`config.mk`:
```
export PLATFORM = sky130hd
export DESIGN_NAME = ghcm_resid
export DESIGN_NICKNAME = d
export VERILOG_FILES = /design/src/rtl/ghcm_pkg.sv /design/src/rtl/ghcm_resid.sv
export SDC_FILE = /design/constraint.sdc
export NUM_CORES = 2
export LEC_CHECK = 0
export BUFFER_PORTS_ARGS = -buffer_cell sky130_fd_sc_hd__buf_2
export CAP_MARGIN = 20
export CORE_MARGIN = 2
export CORE_UTILIZATION = 50
export CTS_CLUSTER_DIAMETER = 60
export CTS_CLUSTER_SIZE = 16
export DETAILED_ROUTE_END_ITERATION = 12
export PLACE_DENSITY = 0.7
export SLEW_MARGIN = 30
export SYNTH_ARGS = -nofsm -noshare
export SYNTH_HDL_FRONTEND = slang
export SYNTH_SLANG_ARGS = --single-unit
export TNS_END_PERCENT = 100
```
`constraint.sdc`:
```
create_clock -name clk -period 2.75 [get_ports clk]
set_clock_uncertainty 0.1 [all_clocks]
set_input_delay 0.1375 -clock clk [delete_from_list [all_inputs] [get_ports clk]]
set_output_delay 0.1375 -clock clk [all_outputs]
set_load 0.05 [all_outputs]
```
`src/rtl/ghcm_pkg.sv`:
```
// ----------------------------------------------------------------------------
// ghcm_pkg
// Shared types and constants for the greedy hit cluster matcher: request and
// result payloads, request codes, register indexes and fixed field widths.
// ----------------------------------------------------------------------------
package ghcm_pkg;

    localparam int MAX_CLUSTERS_DEF = 256;
    localparam int ANGLE_BITS_DEF   = 16;

    localparam int POS_W     = 20;
    localparam int RAD_W     = 19;
    localparam int ANG_W     = 16;
    localparam int CUT_W     = 19;
    localparam int IDX_OUT_W = 8;
    localparam int MCNT_W    = 9;
    localparam int MAG_W     = 21;
    localparam int K_W       = 23;
    localparam int HRK_W     = RAD_W + K_W;
    localparam int HRK_HALF  = HRK_W / 2;
    localparam int ENTRY_W   = POS_W + 1;

    localparam int CFG_IDX_W = 2;
    localparam int CFG_W     = 19;

    // round(2*pi * 2^20)
    localparam logic [K_W-1:0] TWO_PI_Q20 = 23'd6588397;

    localparam logic [CUT_W-1:0]  RADIAL_CUT_RST = 19'd700;
    localparam logic [CUT_W-1:0]  ARC_CUT_RST    = 19'd200;
    localparam logic [MCNT_W-1:0] MCNT_MAX       = '1;

    localparam logic [1:0] REQ_CLEAR = 2'd0;
    localparam logic [1:0] REQ_LOAD  = 2'd1;
    localparam logic [1:0] REQ_MATCH = 2'd2;

    localparam logic [CFG_IDX_W-1:0] REG_MATCH_MODE = 2'd0;
    localparam logic [CFG_IDX_W-1:0] REG_RADIAL_CUT = 2'd1;
    localparam logic [CFG_IDX_W-1:0] REG_ARC_CUT    = 2'd2;

    typedef struct packed {
        logic [1:0]              req_type;
        logic signed [POS_W-1:0] cluster_position;
        logic [RAD_W-1:0]        hit_radius;
        logic signed [ANG_W-1:0] hit_angle;
    } req_t;

    typedef struct packed {
        logic                    found;
        logic [IDX_OUT_W-1:0]    cluster_index;
        logic signed [POS_W-1:0] residual;
        logic [MCNT_W-1:0]       match_count;
        logic                    list_full;
    } rsp_t;

    // candidate entry read from the cluster store
    typedef struct packed {
        logic             valid;
        logic [POS_W-1:0] pos;
    } cand_t;

    // residual of one candidate in sign and magnitude form
    typedef struct packed {
        logic             valid;
        logic             neg;
        logic [MAG_W-1:0] mag;
        logic [POS_W-1:0] pos;
    } resid_t;

endpackage

```
`src/rtl/ghcm_resid.sv`:
```
// ----------------------------------------------------------------------------
// ghcm_resid
// Two-stage residual unit shared by every cluster of a scan: radial
// difference, or radius times wrapped angle difference with rounding.
// ----------------------------------------------------------------------------
module ghcm_resid #(
    parameter int ANGLE_BITS = ghcm_pkg::ANGLE_BITS_DEF
) (
    input  logic                               clk,
    input  logic                               rst_n,
    input  logic                               mode,
    input  logic [ghcm_pkg::RAD_W-1:0]         hit_radius,
    input  logic signed [ghcm_pkg::ANG_W-1:0]  hit_angle,
    input  logic [ghcm_pkg::HRK_W-1:0]         hrk,
    input  ghcm_pkg::cand_t                    cand,
    output logic                               busy,
    output ghcm_pkg::resid_t                   resid
);

    localparam int HALF   = ghcm_pkg::HRK_HALF;
    localparam int PROD_W = ANGLE_BITS + HALF;
    localparam int SUM_W  = ANGLE_BITS + ghcm_pkg::HRK_W + 1;
    localparam int SHIFT  = ANGLE_BITS + 20;
    localparam logic [SUM_W-1:0] ROUND_C = SUM_W'(1) << (ANGLE_BITS + 19);

    logic [ghcm_pkg::POS_W-1:0] ha_ext;
    logic [ANGLE_BITS-1:0]      ang_d;
    logic                       ang_neg;
    logic [ANGLE_BITS-1:0]      ang_mag;
    logic [ghcm_pkg::MAG_W-1:0] rad_diff;
    logic                       rad_neg;
    logic [ghcm_pkg::MAG_W-1:0] rad_mag;
    logic [PROD_W-1:0]          plo;
    logic [PROD_W-1:0]          phi;

    logic                       b_valid_reg;
    logic                       b_rad_neg_reg;
    logic [ghcm_pkg::MAG_W-1:0] b_rad_mag_reg;
    logic                       b_ang_neg_reg;
    logic [PROD_W-1:0]          b_plo_reg;
    logic [PROD_W-1:0]          b_phi_reg;
    logic [ghcm_pkg::POS_W-1:0] b_pos_reg;

    logic [SUM_W-1:0]           ang_sum;
    logic [ghcm_pkg::MAG_W-1:0] ang_r;
    logic                       resid_valid_reg;
    logic                       resid_neg_reg;
    logic [ghcm_pkg::MAG_W-1:0] resid_mag_reg;
    logic [ghcm_pkg::POS_W-1:0] resid_pos_reg;

    always_comb
    begin
        ha_ext   = {{(ghcm_pkg::POS_W - ghcm_pkg::ANG_W){hit_angle[ghcm_pkg::ANG_W-1]}},
                    hit_angle};
        // binary angle difference wraps naturally in ANGLE_BITS bits
        ang_d    = ha_ext[ANGLE_BITS-1:0] - cand.pos[ANGLE_BITS-1:0];
        ang_neg  = ang_d[ANGLE_BITS-1];
        ang_mag  = ang_neg ? (~ang_d + 1'b1) : ang_d;
        rad_diff = {cand.pos[ghcm_pkg::POS_W-1], cand.pos} - {2'b00, hit_radius};
        rad_neg  = rad_diff[ghcm_pkg::MAG_W-1];
        rad_mag  = rad_neg ? (ghcm_pkg::MAG_W'(0) - rad_diff) : rad_diff;
        // radius*2pi is split in halves to keep each product narrow
        plo      = PROD_W'(ang_mag) * PROD_W'(hrk[HALF-1:0]);
        phi      = PROD_W'(ang_mag) * PROD_W'(hrk[ghcm_pkg::HRK_W-1:HALF]);
    end

    always_ff @(posedge clk or negedge rst_n)
    begin
        if (!rst_n)
        begin
            b_valid_reg <= 1'b0;
        end
        else
        begin
            b_valid_reg <= cand.valid;
        end
    end

    always_ff @(posedge clk)
    begin
        b_rad_neg_reg <= rad_neg;
        b_rad_mag_reg <= rad_mag;
        b_ang_neg_reg <= ang_neg;
        b_plo_reg     <= plo;
        b_phi_reg     <= phi;
        b_pos_reg     <= cand.pos;
    end

    always_comb
    begin
        ang_sum = SUM_W'({b_phi_reg, {HALF{1'b0}}}) + SUM_W'(b_plo_reg) + ROUND_C;
        ang_r   = ang_sum[SHIFT + ghcm_pkg::MAG_W - 1:SHIFT];
    end

    always_ff @(posedge clk or negedge rst_n)
    begin
        if (!rst_n)
        begin
            resid_valid_reg <= 1'b0;
        end
        else
        begin
            resid_valid_reg <= b_valid_reg;
        end
    end

    always_ff @(posedge clk)
    begin
        resid_neg_reg <= mode ? b_ang_neg_reg : b_rad_neg_reg;
        resid_mag_reg <= mode ? ang_r : b_rad_mag_reg;
        resid_pos_reg <= b_pos_reg;
    end

    always_comb
    begin
        resid.valid = resid_valid_reg;
        resid.neg   = resid_neg_reg;
        resid.mag   = resid_mag_reg;
        resid.pos   = resid_pos_reg;
    end

    assign busy = b_valid_reg;

endmodule

```
==> flow_summary.html <==
<table>
<tr><th>Metric</th><th>Value</th></tr>
<tr><th colspan="2">Clock tree</th></tr>
<tr><td>Max Buffers Root-to-Sink</td><td>2</td></tr>
<tr><td>Depth of the CTS H-tree</td><td>4</td></tr>
<tr><td>TritonCTS clock tree</td><td>built</td></tr>
<tr><td>Clock sinks</td><td>139</td></tr>
<tr><td>Root buffer selected by CTS</td><td>sky130_fd_sc_hd__clkbuf_16</td></tr>
<tr><td>Clk_lat worst skew</td><td>0.45 ns</td></tr>
<tr><td>Clock-pin transition on the worst setup and hold timing paths</td><td>0.06 ns</td></tr>
<tr><td>CTS buffer count</td><td>17</td></tr>
<tr><th colspan="2">Critical path</th></tr>
<tr><td>Most used cell along the critical path</td><td>sky130_fd_sc_hd__buf_4</td></tr>
<tr><td>Critical path data required time</td><td>2.98 ns</td></tr>
<tr><td>Critical path class</td><td>in2reg</td></tr>
<tr><td>Crit path max fanout</td><td>4</td></tr>
<tr><td>Crit-path slowest cell</td><td>sky130_fd_sc_hd__fa_2</td></tr>
<tr><td>Reg-to-reg endpoint</td><td>resid_mag_reg[9]$_DFF_P_</td></tr>
<tr><td>Setup slack of the most critical reg-to-reg path</td><td>-0.13 ns</td></tr>
<tr><td>Critical Path End Type</td><td>register</td></tr>
<tr><td>Launch instance of the worst register-to-register path</td><td>b_phi_reg[6]$_DFF_P_</td></tr>
<tr><td>Startpoint class of the critical path</td><td>input port</td></tr>
<tr><td>Data arrival time at the worst-slack endpoint</td><td>8.31 ns</td></tr>
<tr><td>Number of cells traversed by the worst register-to-register path</td><td>11</td></tr>
<tr><td>Largest stage delay on the critical path</td><td>0.56 ns</td></tr>
<tr><th colspan="2">Die</th></tr>
<tr><td>Floorplan row count</td><td>86</td></tr>
<tr><td>Area enclosed by the die boundary</td><td>0.05800 mm^2</td></tr>
<tr><td>Width of the chip</td><td>240.8 um</td></tr>
<tr><td>Number of top-level pins</td><td>145</td></tr>
<tr><td>Initial cell density of the core</td><td>50.71%</td></tr>
<tr><td>Placeable core region</td><td>0.05531 mm^2</td></tr>
<tr><td>Die Span Y</td><td>240.8 um</td></tr>
<tr><th colspan="2">Place</th></tr>
<tr><td>Setup Slack @ Placement</td><td>-5.833 ns</td></tr>
<tr><td>Final weighted congestion of routability-driven global placement</td><td>0.9237</td></tr>
<tr><td>Placement Cell Area</td><td>0.03417 mm^2</td></tr>
<tr><td>Port bufs</td><td>144</td></tr>
<tr><td>Estimated wirelength of the detail-placed design</td><td>63.10 mm</td></tr>
<tr><th colspan="2">Yosys</th></tr>
<tr><td>Number of flops mapped to enable cells by yosys</td><td>0</td></tr>
<tr><td>Synthesized netlist net count</td><td>4098</td></tr>
<tr><td>Number of storage elements in the synthesis netlist</td><td>139</td></tr>
<tr><td>Count of different cell masters after synthesis</td><td>81</td></tr>
<tr><td>Synthesis warning total</td><td>0</td></tr>
<tr><td>Most used DFF post-synth</td><td>sky130_fd_sc_hd__dfxtp_1</td></tr>
<tr><td>Portion of the post-synthesis area used by sequential elements</td><td>9.958%</td></tr>
<tr><td>Gate Count Post-Synth</td><td>3192</td></tr>
<tr><td>Async set-reset flop share out of synthesis</td><td>1.439%</td></tr>
<tr><td>Cell area after synthesis</td><td>0.02805 mm^2</td></tr>
<tr><td>Post-synthesis average cell area</td><td>8.786 um^2</td></tr>
<tr><th colspan="2">Timing</th></tr>
<tr><td>Number of slew-limit violations in the final report</td><td>0</td></tr>
<tr><td>Transition time at the pin with the least slew margin</td><td>0.5404 ns</td></tr>
<tr><td>Setup total negative slack</td><td>-222.90 ns</td></tr>
<tr><td>Final setup violation count</td><td>60</td></tr>
<tr><td>Achievable clock frequency</td><td>0.1238 GHz</td></tr>
<tr><td>Clock period minus final worst setup slack</td><td>8.076 ns</td></tr>
<tr><td>RSZ-0062 raised after global routing</td><td>true</td></tr>
<tr><td>Slew headroom</td><td>63.04%</td></tr>
<tr><td>Period utilisation layout</td><td>293.7%</td></tr>
<tr><td>Number of hold-slack violations in the final timing report</td><td>0</td></tr>
<tr><td>Worst Slack Setup Final</td><td>-5.326 ns</td></tr>
<tr><th colspan="2">Worst hold path</th></tr>
<tr><td>Hold Path Cell Cnt</td><td>5</td></tr>
<tr><td>Hold path endpoint</td><td>b_rad_mag_reg[1]$_DFF_P_</td></tr>
<tr><td>Worst Hold Launch</td><td>hit_radius[0]</td></tr>
<tr><td>Worst min-delay path category</td><td>in2reg</td></tr>
<tr><th colspan="2">Final layout</th></tr>
<tr><td>Commonest non-fill, non-tap cell in the layout</td><td>sky130_fd_sc_hd__inv_1</td></tr>
<tr><td>Total Nets Final</td><td>4743</td></tr>
<tr><td>Area taken by multi-input logic gates</td><td>0.02416 mm^2</td></tr>
<tr><td>Layout Area Growth over Synthesis</td><td>33.36%</td></tr>
<tr><td>Most used cells in the layout excluding fill and tap cells</td><td>662 x sky130_fd_sc_hd__inv_1, 507 x sky130_fd_sc_hd__fa_1, 495 x sky130_fd_sc_hd__buf_4</td></tr>
<tr><td>Fraction of final layout cells with drive strength greater than 1</td><td>28.76%</td></tr>
<tr><td>Area taken by flip-flops and latches</td><td>0.002795 mm^2</td></tr>
<tr><td>Core occupancy in the finished layout</td><td>67.62%</td></tr>
<tr><td>Number of flip-flops under the largest register name</td><td>36</td></tr>
<tr><td>Final design instance area without fill</td><td>0.03740 mm^2</td></tr>
<tr><td>FILL cells</td><td>4241</td></tr>
<tr><th colspan="2">GRT</th></tr>
<tr><td>GRT Resource Usage Total</td><td>28.28%</td></tr>
<tr><td>Largest net degree at the start of global routing</td><td>42</td></tr>
<tr><td>Met3 track demand over resource</td><td>4.278%</td></tr>
<tr><td>Via count of the first global-routing pass</td><td>25566</td></tr>
<tr><td>Global-route wire length before repair</td><td>129.1 mm</td></tr>
<tr><td>Most used routing layer in global routing</td><td>met2</td></tr>
<tr><td>Met2 Track Usage GR</td><td>50.02%</td></tr>
<tr><td>Met1 global-route usage</td><td>35.24%</td></tr>
<tr><td>Remaining Overflow, GRT</td><td>0</td></tr>
<tr><td>Initial antenna violation count</td><td>8</td></tr>
<tr><th colspan="2">Detailed routing</th></tr>
<tr><td>Total via count in the routed design</td><td>24006</td></tr>
<tr><td>DR vias/cell</td><td>5.215</td></tr>
<tr><td>Number of nets with antenna violations after routing</td><td>0</td></tr>
<tr><td>Initial DRC Count</td><td>1362</td></tr>
<tr><td>1st-pass router iterations</td><td>5</td></tr>
<tr><td>Average detailed-routed wire length per instance</td><td>17.50 um</td></tr>
<tr><td>DRC violations left</td><td>0</td></tr>
<tr><td>Post-detailed-routing wire length</td><td>80.54 mm</td></tr>
<tr><th colspan="2">Run</th></tr>
<tr><td>Max capacitance violation total</td><td>0</td></tr>
<tr><th colspan="2">Run status</th></tr>
<tr><td>Outcome</td><td>finished, violations left</td></tr>
<tr><td>Violations in the final reports</td><td>setup timing</td></tr>
</table>
==> how the worst max path moves through the flow <==
| stage | startpoint | to | slack (ns) | cells after the start |
|---|---|---|---|---|
| after global placement | hit_angle[0] | b_plo_reg[35]$_DFF_P_ | -5.71 | 34 |
| after floorplan | hit_angle[0] | b_plo_reg[35]$_DFF_P_ | -5.15 | 33 |
| after CTS | hit_angle[0] | b_plo_reg[27]$_DFF_P_ | -5.21 | 38 |
| after detailed placement | hit_angle[0] | b_plo_reg[35]$_DFF_P_ | -5.83 | 35 |
| final | hit_angle[0] | b_plo_reg[36]$_DFF_P_ | -5.33 | 40 |
| after global routing | hit_angle[0] | b_plo_reg[36]$_DFF_P_ | -5.62 | 40 |
==> what timing repair did <==
action                     CTS  global route
cloned                       2             6
resized for setup          144           177
pin swaps                  103           101
buffers inserted            55            39
hold buffers                24             0
hold endpoints to repair    25             0
setup endpoints to repair   77            88
==> synth_stat cells (20+ instances only) <==
master | number | area [um^2]
sky130_fd_sc_hd__inv_1 | 696 | 2613
sky130_fd_sc_hd__fa_1 | 528 | 10570
sky130_fd_sc_hd__nand2_1 | 458 | 1719
sky130_fd_sc_hd__ha_1 | 277 | 3466
sky130_fd_sc_hd__and2_1 | 232 | 1451
sky130_fd_sc_hd__dfxtp_1 | 137 | 2743
sky130_fd_sc_hd__clkbuf_1 | 108 | 405.4
sky130_fd_sc_hd__a21oi_1 | 89 | 445.4
sky130_fd_sc_hd__nor2_1 | 80 | 300.3
sky130_fd_sc_hd__xnor2_1 | 68 | 595.6
sky130_fd_sc_hd__o21ai_0 | 51 | 255.2
sky130_fd_sc_hd__xor2_1 | 43 | 376.6
sky130_fd_sc_hd__a21o_1 | 41 | 307.8
sky130_fd_sc_hd__nand2b_1 | 39 | 244.0
sky130_fd_sc_hd__nor2b_1 | 31 | 193.9
sky130_fd_sc_hd__nand3_1 | 29 | 145.1
sky130_fd_sc_hd__nor3_1 | 28 | 140.1
sky130_fd_sc_hd__buf_2 | 21 | 105.1
sky130_fd_sc_hd__nand4_1 | 20 | 125.1
==> critical path: cells and delay by family <==
family,cells,cell delay (ns)
adders and majority gates,9,3.61
and+or+nand+nor,8,1.21
buffers and inverters,14,1.67
AOI/OAI and AO/OA,9,1.64
==> logic make-up (layout without fill, tap and decap cells) <==
kind of cell             after synthesis  count (layout)  synth area share, %
other                                  0               6                    0
flip-flops                           139             139                9.958
AND/OR/NAND/NOR                      976             976                17.00
AO/OA/AOI/OAI                        321             321                7.736
XOR/XNOR                             115             115                3.721
buffers and inverters                828            1485                11.23
adder cells (fa/ha/maj)              805             805                50.05
multiplexers                           8               8               0.3078
==> metrics by stage <==
| step | instances | hold WS, ns |
|---|---|---|
| after floorplan | 3192 | -0.2581 |
| after global placement | 4450 | -0.1781 |
| after detailed placement | 4450 | -0.1756 |
| after CTS | 4559 | 0.08562 |
| after global routing | 4600 | 0.1105 |
| final | 4603 | 0.09997 |
==> routing by layer <==
layer  part of all wire (%)  vias up
met5                  0.036        -
li1                       -    11060
met3                    5.9      188
met1                     39    12016
met4                    4.0        4
met2                     51      738
==> final cells by class <==
class                           instances  share of cell area (%)
Inverter                              696                   7.025
Tap cell                              748                   2.502
Sequential cell                       139                   7.474
Clock inverter                         13                  0.4884
Antenna cell                            6                 0.04014
Multi-Input combinational cell       2225                   64.61
Clock buffer                           18                   1.174
Timing Repair Buffer                  758                   16.69
Power is left out: the tool's default activity adds up to more than one toggle a clock period on the data nets, which glitch-free logic cannot reach.
